## config.mk

```make
export PLATFORM = sky130hd
export DESIGN_NAME = kfli_div
export DESIGN_NICKNAME = d
export VERILOG_FILES = /design/src/hdl/kfli_pkg.sv /design/src/hdl/kfli_div.sv
export SDC_FILE = /design/constraint.sdc
export NUM_CORES = 1
export LEC_CHECK = 0
export BUFFER_PORTS_ARGS = -buffer_cell sky130_fd_sc_hd__buf_2
export CAP_MARGIN = 20
export CORE_MARGIN = 2
export CORE_UTILIZATION = 51
export DETAILED_ROUTE_END_ITERATION = 10
export GPL_ROUTABILITY_DRIVEN = 0
export PLACE_DENSITY = 0.78
export SKIP_CTS_REPAIR_TIMING = 1
export SLEW_MARGIN = 0
export SYNTH_ARGS = -nofsm -noshare
export SYNTH_HDL_FRONTEND = slang
export SYNTH_SLANG_ARGS = --single-unit
```

## constraint.sdc

```tcl
create_clock -name clk -period 2.73 [get_ports clk]
set_clock_uncertainty 0.1 [all_clocks]
set_input_delay 0.819 -clock clk [delete_from_list [all_inputs] [get_ports clk]]
set_output_delay 0.819 -clock clk [all_outputs]
set_load 0.02 [all_outputs]
```

## src/hdl/kfli_pkg.sv

```systemverilog
// Types, constants and codes for the keyframe interpolator
package kfli_pkg;

  localparam int KEY_SLOTS = 64;
  localparam int IW        = $clog2(KEY_SLOTS);
  localparam int CW        = IW + 1;

  localparam int TW  = 32;
  localparam int FW  = 17;
  localparam int MW  = TW + FW;

  localparam logic [FW-1:0] ONE_Q16  = FW'(65536);
  localparam logic [TW-1:0] MAX_TIME = '1;

  // shared divider: 50-bit dividend, 33-bit divisor
  localparam int DIV_NW = 50;
  localparam int DIV_DW = 33;
  localparam int DIV_CW = $clog2(DIV_NW + 1);

  localparam int MUL_AW = 18;
  localparam int MUL_BW = 34;
  localparam int MUL_PW = MUL_AW + MUL_BW;

  localparam logic [1:0] OP_CLEAR  = 2'd0;
  localparam logic [1:0] OP_INSERT = 2'd1;
  localparam logic [1:0] OP_SAMPLE = 2'd2;

  localparam logic [1:0] REG_DURATION  = 2'd0;
  localparam logic [1:0] REG_RANGE_MIN = 2'd1;
  localparam logic [1:0] REG_RANGE_MAX = 2'd2;
  localparam logic [1:0] REG_DEFAULT   = 2'd3;

  typedef struct packed {
    logic [1:0]        operation;
    logic [31:0]       time_ms;
    logic signed [31:0] key_value;
  } in_t;

  typedef struct packed {
    logic signed [31:0] value;
    logic               status;
  } out_t;

  typedef struct packed {
    logic              start;
    logic [DIV_NW-1:0] num;
    logic [DIV_DW-1:0] den;
  } div_req_t;

  typedef struct packed {
    logic              done;
    logic [DIV_NW-1:0] quo;
  } div_rsp_t;

  typedef struct packed {
    logic          we;
    logic [IW-1:0] waddr;
    logic [MW-1:0] wdata;
    logic [IW-1:0] raddr;
  } tbl_req_t;

endpackage

```

## src/hdl/kfli_div.sv

```systemverilog
// Restoring divider, one quotient bit per cycle, unsigned magnitudes
module kfli_div import kfli_pkg::*; (
  input  logic     clk,
  input  logic     rst_n,
  input  div_req_t req,
  output div_rsp_t rsp
);

  logic [DIV_NW-1:0] quo_r, quo_nxt;
  logic [DIV_DW-1:0] rem_r, rem_nxt;
  logic [DIV_DW-1:0] den_r;
  logic [DIV_CW-1:0] cnt_r;
  logic              busy_r;
  logic              done_r;
  logic [DIV_DW:0]   trial;
  logic [DIV_DW:0]   diff;

  always_comb begin
    trial   = {rem_r, quo_r[DIV_NW-1]};
    diff    = trial - {1'b0, den_r};
    quo_nxt = {quo_r[DIV_NW-2:0], 1'b0};
    rem_nxt = trial[DIV_DW-1:0];
    if (trial >= {1'b0, den_r}) begin
      rem_nxt    = diff[DIV_DW-1:0];
      quo_nxt[0] = 1'b1;
    end
  end

  always_ff @(posedge clk) begin
    if (!rst_n) begin
      busy_r <= 1'b0;
      done_r <= 1'b0;
      cnt_r  <= '0;
    end else begin
      done_r <= busy_r && (cnt_r == DIV_CW'(1));
      if (req.start) begin
        busy_r <= 1'b1;
        cnt_r  <= DIV_CW'(DIV_NW);
      end else if (busy_r) begin
        cnt_r <= cnt_r - DIV_CW'(1);
        if (cnt_r == DIV_CW'(1)) begin
          busy_r <= 1'b0;
        end
      end
    end
  end

  always_ff @(posedge clk) begin
    if (req.start) begin
      quo_r <= req.num;
      rem_r <= '0;
      den_r <= req.den;
    end else if (busy_r) begin
      quo_r <= quo_nxt;
      rem_r <= rem_nxt;
    end
  end

  assign rsp.done = done_r;
  assign rsp.quo  = quo_r;

endmodule

```

==> results of run 1 <==
==> worst register-to-register path: cells and delay by family (launching register included) <==
family          cells  cell delay (ns)
compound gates      4             0.83
fa+ha+maj           2             0.51
buf+inv             4             0.46
simple gates        3             0.40
flops               1             0.38
xor+xnor            1             0.12
==> area by class of cell <==
| cell class | count | area share |
|---|---|---|
| tap | 180 | 0.0242 |
| clock buffer | 21 | 0.0508 |
| multi-input combinational | 482 | 0.391 |
| inverter | 43 | 0.0178 |
| clock inverter | 11 | 0.0117 |
| sequential | 124 | 0.357 |
| timing repair buffer | 218 | 0.148 |
==> per-layer routing <==
layer / part of all wire / GRT usage
met1: 0.41 / 0.286
met2: 0.49 / 0.393
met3: 0.076 / 0.0838
met4: 0.021 / 0.0991
met5: 0 / 0
==> synthesized netlist by cell type, drive strengths merged (3+ instances only) <==
library cell	instances
dfxtp	41
nand3b	3
a311oi	12
a21oi	55
a211oi	17
nor2	63
nor3	22
o211ai	6
mux2i	6
nor3b	3
nand4	8
nor2b	4
xor2	14
xnor2	14
nand2b	5
nand2	59
ha	35
inv	43
mux2	55
o21ai	25
o21a	9
clkbuf	21
buf	15
a22oi	4
and3	3
nand3	17
edfxtp	83
nor4	3
a21o	10
==> registers in the layout (all words and copies together) (netlist names) <==
register and count:
done_r 1, cnt_r 6, quo_r 50, rem_r 33, busy_r 1, den_r 33
==> metrics by stage <==
step                hold slack [ns]  power, mW  area, um^2  std cells  setup slack (ns)
finish                        0.405       6.05        9290       1079            -0.131
global route                  0.424       6.31        9290       1079            -0.313
CTS                           0.402       5.96        8950       1068            -0.128
detailed placement            0.384       3.74        8370       1036            -0.112
global placement              0.371       3.71        8370       1036           -0.0441
floorplan                     0.352       3.25        7130        687            -0.208
==> power by group through the flow <==
stage	sequential, mW	clock, mW	combinational [mW]
final	2.30	2.20	1.55
after global routing	2.32	2.31	1.68
after CTS	2.30	2.24	1.42
after detailed placement	2.33	0	1.41
after global placement	2.33	0	1.38
after floorplan	2.42	0	0.834
==> kinds of logic after synthesis <==
| group | after synthesis | synth area share |
|---|---|---|
| fa+ha+maj | 36 | 0.0646 |
| xor+xnor | 28 | 0.0346 |
| compound gates | 159 | 0.155 |
| flops | 124 | 0.467 |
| mux | 61 | 0.0958 |
| buf+inv | 81 | 0.0522 |
| simple gates | 198 | 0.131 |
==> how the worst min path moves through the flow <==
stage                                        end                    from  cells after the start
after global routing      rem_r[17]$_SDFFE_PP0P_  rem_r[17]$_SDFFE_PP0P_                      2
after floorplan            rem_r[2]$_SDFFE_PP0P_   rem_r[2]$_SDFFE_PP0P_                      2
after detailed placement   rem_r[2]$_SDFFE_PP0P_   rem_r[2]$_SDFFE_PP0P_                      2
final                      rem_r[9]$_SDFFE_PP0P_   rem_r[8]$_SDFFE_PP0P_                      2
after global placement     rem_r[2]$_SDFFE_PP0P_   rem_r[2]$_SDFFE_PP0P_                      2
after CTS                  rem_r[2]$_SDFFE_PP0P_   rem_r[2]$_SDFFE_PP0P_                      2
==> results.py, run 1 <==
metrics = {
    "yosys": {
        "ys_types": 73,
        "synth_ff_type": "edfxtp_1",
        "synth_top_area_frac": 0.351,
        "postSynthAreaPerCell_um2": 10.3,
        "synth_top_area_cell": "edfxtp_1",
        "yosysWarnings": 0,
        "syn_nets": 809,
        "synthTopCellsByArea": "edfxtp_1 (35%), dfxtp_1 (12%), mux2_2 (8.3%), ha_1 (6.2%), a21oi_1 (3.8%)",
        "synthCells": 687,
        "ys_seq_elements": 124,
        "ys_seq_area_frac": 0.467,
        "synth_edf_count": 83,
        "synth_area_um2": 7090,
        "async_flop_share": 0,
    },
    "floorplanning": {
        "dieArea_um2": 14900,
        "die_y_um": 122,
        "die_w_um": 122,
        "initial_core_util": 0.517,
        "coreArea_um2": 13700,
        "rows": 43,
        "ios": 137,
    },
    "setup_path": {
        "critPathMaxFanout": 3,
        "startpoint": "quo_r[49]$_DFFE_PP_",
        "crit_cells": 14,
        "worstSetupPathType": "reg -> reg",
        "r2r-start": "quo_r[49]$_DFFE_PP_",
        "cp_data_required_time_ns": 2.97,
        "rr_worst_depth": 14,
        "cpLargestDelayFamily": "compound AO/OA/AOI/OAI gates",
        "cpMostUsedCell": "buf_4",
        "cp_slowest_stage_delay_ns": 0.38,
        "cp-end-kind": "flop",
        "worst-path-buf-inv": 4,
        "r2r-end": "rem_r[26]$_SDFFE_PP0P_",
        "startpoint_type": "flop",
        "arrival_ns": 3.10,
        "path_cells": "inv_1 -> ha_2 -> inv_2 -> fa_2 -> a21o_1 -> a221oi_2 -> buf_4 -> o211ai_1 -> nand3_1 -> nand3b_1 -> buf_4 -> xor2_1 -> nand2_1 -> a211oi_2",
        "slowest_stage": "edfxtp_1",
        "r2r_setup_slack_ns": -0.13,
        "crit_path_end": "rem_r[26]$_SDFFE_PP0P_",
    },
    "run_status": {
        "status": "finished with violations",
        "violations": "setup timing",
    },
    "global_routing": {
        "grt_antenna_before_repair": 0,
        "grt_pass1_wl_mm": 27.7,
        "grt_max_degree": 53,
        "grt_usage": 0.239,
        "grt_pass1_vias": 5973,
        "grt-ovfl-total": 0,
    },
    "layout": {
        "multiInputGateArea_um2": 3630,
        "drive_gt1_frac": 0.402,
        "seq_area_um2": 3310,
        "syn2layout_area_growth_pct": 30.9,
        "mostFrequentLayoutCell": "buf_2",
        "fillerInstances": 1076,
        "mostFrequentLayoutCells": "buf_2 (135), edfxtp_1 (83), buf_4 (73)",
        "antenna_cells": 0,
        "layout.nets": 1008,
        "post-route-util": 0.677,
    },
    "power_and_ir_drop": {
        "power_density_nw_per_um2": 652,
        "p_clk_frac": 0.364,
        "sw_frac_of_total": 0.299,
        "power_leakage_nw": 3.93,
        "ir_worst_vdd_mv": 0.488,
        "p_comb_frac": 0.256,
        "p_int_mw": 4.24,
        "seqPwrFrac": 0.380,
        "p_switching_mw": 1.81,
    },
    "cts": {
        "cts-buffers-inserted": 17,
        "clockRootBuffer": "clkbuf_16",
        "clock_latency_ns": 0.43,
        "clkTransAtPathRegs_ns": 0.06,
        "htree_levels": 4,
        "cts_tree": "yes",
        "clockBufferDepth": 2,
        "cts.sinks": 124,
    },
    "sta": {
        "hold_viol": 0,
        "post-route-min-period_ns": 2.86,
        "max_freq_mhz": 350,
        "drv_slew": 0,
        "fin_tns_setup_ns": -1.99,
        "post-route-period-util": 1.05,
        "rsz0062_at_grt": "true",
        "setup_violations": 30,
        "slew_headroom": 0.590,
        "fin_ws_ns": -0.131,
        "worst_pin_slew_ns": 0.615,
    },
    "flow_run": {
        "cap_violations": 0,
    },
    "route": {
        "vias": 6027,
        "wl_per_cell_um": 16.6,
        "postRouteAntennaNets": 0,
        "firstDrtPassIters": 5,
        "drt_iter0_drc": 404,
        "post-route-drc-count": 0,
        "viasPerCell": 5.59,
        "wl_mm": 17.9,
    },
    "placed_design": {
        "io_buffers": 136,
        "dp_hpwl_mm": 12.3,
    },
    "worst_hold_path": {
        "hold_path.class": "reg -> reg",
    },
}
(Power assumes the default switching activity.)
==> inputs of run 2 (changes only) <==
Settings changed: PLACE_DENSITY 0.78 to 0.87.
==> results.py, run 2 (same netlist as run 1, synthesis figures left out) <==
metrics = {
    "power_and_ir_drop": {
        "power_density_nw_per_um2": 654,
        "power_leakage_nw": 3.94,
        "p_total_mw": 6.09,
        "ir_worst_vdd_mv": 0.482,
    },
    "cts": {
        "cts_tree": "yes",
        "clockRootBuffer": "clkbuf_16",
        "clock_latency_ns": 0.43,
        "cts-buffers-inserted": 17,
        "clockBufferDepth": 2,
        "clkTransAtPathRegs_ns": 0.06,
        "htree_levels": 4,
        "cts.sinks": 124,
    },
    "layout": {
        "syn2layout_area_growth_pct": 31.3,
        "drive_gt1_frac": 0.414,
        "antenna_cells": 0,
        "reg.largest.list": "quo_r (50), den_r (33), rem_r (33)",
        "mostFrequentLayoutCells": "buf_2 (135), edfxtp_1 (83), buf_4 (67)",
        "mostFrequentLayoutCell": "buf_2",
        "final_area_um2": 9310,
        "largest_reg_flops": 50,
        "top_register": "quo_r",
        "layout.nets": 1003,
    },
    "setup_path": {
        "worstSetupPathType": "reg -> reg",
        "r2r-end": "rem_r[17]$_SDFFE_PP0P_",
        "path_cells": "inv_1 -> ha_2 -> inv_2 -> fa_2 -> a21o_1 -> a22oi_2 -> a21oi_2 -> a211o_1 -> buf_6 -> o21ai_4 -> buf_12 -> buf_8 -> a21oi_2 -> a21boi_2 -> nor3_1",
        "cp_slowest_stage_delay_ns": 0.38,
        "cpMostUsedCell": "a21oi_2",
        "cp_data_required_time_ns": 2.97,
        "rr_worst_depth": 15,
        "arrival_ns": 3.17,
        "r2r-start": "quo_r[49]$_DFFE_PP_",
        "r2r_setup_slack_ns": -0.21,
        "cp-end-kind": "flop",
        "slowest_stage": "edfxtp_1",
        "critPathMaxFanout": 8,
        "startpoint_type": "flop",
    },
    "sta": {
        "post-route-period-util": 1.08,
        "fin_hold_ws_ns": 0.404,
        "max_freq_mhz": 341,
        "hold_viol": 0,
        "post-route-min-period_ns": 2.94,
        "worst_pin_slew_ns": 0.735,
        "fin_ws_ns": -0.206,
        "rsz0062_at_grt": "true",
        "slew_headroom": 0.510,
        "setup_violations": 34,
        "drv_slew": 0,
    },
    "route": {
        "firstDrtPassIters": 8,
        "wl_mm": 18.8,
        "drt_iter0_drc": 389,
        "post-route-drc-count": 0,
        "wl_per_cell_um": 17.5,
        "viasPerCell": 5.77,
        "vias": 6201,
        "postRouteAntennaNets": 0,
    },
    "worst_hold_path": {
        "hold_depth": 2,
        "hold_path.class": "reg -> reg",
        "min_from": "rem_r[15]$_SDFFE_PP0P_",
        "min_to": "rem_r[16]$_SDFFE_PP0P_",
    },
    "placed_design": {
        "dpl_cell_area_um2": 8340,
        "dp_hpwl_mm": 13.0,
        "io_buffers": 136,
    },
    "floorplanning": {
        "coreArea_um2": 13700,
        "die_y_um": 122,
        "rows": 43,
        "ios": 137,
        "die_w_um": 122,
        "dieArea_um2": 14900,
        "initial_core_util": 0.517,
    },
    "global_routing": {
        "grt-ovfl-total": 0,
        "grt_max_degree": 52,
        "grt_pass1_vias": 6075,
        "grt_antenna_before_repair": 0,
        "grt_usage": 0.246,
        "grt_pass1_wl_mm": 28.6,
    },
    "run_status": {
        "violations": "setup timing",
        "status": "finished with violations",
    },
    "flow_run": {
        "cap_violations": 0,
    },
}
## run 2: cell count changes in the layout (fill, tap and decap cells not counted), moves of 3 or more
cell,previous run,this run
buf_4,73,67
a21oi_1,49,44
inv_6,2,7
a211oi_2,5,9
a21oi_2,6,10
ha_1,29,33
o21ai_2,1,5
a211oi_1,11,8
nor2_1,61,58
o21ai_1,9,6
## run 2: metrics by stage
| stage | setup slack [ns] | utilization | std cells | TNS (ns) |
|---|---|---|---|---|
| final | -0.206 | 0.679 | 1074 | -3.73 |
| after CTS | -0.293 | 0.650 | 1064 | -5.51 |
| after global routing | -0.334 | 0.679 | 1074 | -8.25 |
| after floorplan | -0.208 | - | 687 | -2.12 |
| after global placement | -0.106 | 0.608 | 1032 | -2.06 |
| after detailed placement | -0.255 | 0.608 | 1032 | -4.59 |
## run 2: worst max path at each step
stage | slack (ns) | end | start | cells after the start
4_1_cts | -0.29 | rem_r[9]$_SDFFE_PP0P_ | quo_r[49]$_DFFE_PP_ | 13
5_1_grt | -0.33 | rem_r[17]$_SDFFE_PP0P_ | quo_r[49]$_DFFE_PP_ | 15
2_1_floorplan | -0.21 | quo_r[0]$_DFFE_PP_ | quo_r[49]$_DFFE_PP_ | 12
3_5_place_dp | -0.26 | rem_r[0]$_SDFFE_PP0P_ | quo_r[49]$_DFFE_PP_ | 14
6_report | -0.21 | rem_r[17]$_SDFFE_PP0P_ | quo_r[49]$_DFFE_PP_ | 15
3_3_place_gp | -0.11 | rem_r[17]$_SDFFE_PP0P_ | quo_r[49]$_DFFE_PP_ | 14
## run 2: layout make-up
| type | instances | area (um^2) |
|---|---|---|
| fillers | 979 | 4410 |
| well taps | 180 | 225 |
| flip-flops and latches | 124 | 3310 |
| clock inverters | 14 | 133 |
| inverters | 43 | 165 |
| multi-input cells | 482 | 3670 |
| clock buffers | 18 | 439 |
| repair buffers | 213 | 1360 |
## run 2: per-layer routing
layer,global-route usage,part of all wire,vias to the layer above
li1,-,-,2900
met3,0.0782,0.079,40
met4,0.0790,0.020,0
met5,0,0,-
met2,0.436,0.51,277
met1,0.281,0.39,2984
## run 2: critical path: cells and delay by family (launching register included)
kind,cells,cell delay [ns]
compound gates,7,1.16
fa+ha+maj,2,0.53
buf+inv,5,0.53
flops,1,0.38
simple gates,1,0.13
## run 2: power breakdown
group	switching (mW)	internal (mW)	total [mW]
Sequential	0.0990	2.20	2.30
Combinational	0.884	0.701	1.59
Clock	0.910	1.29	2.20
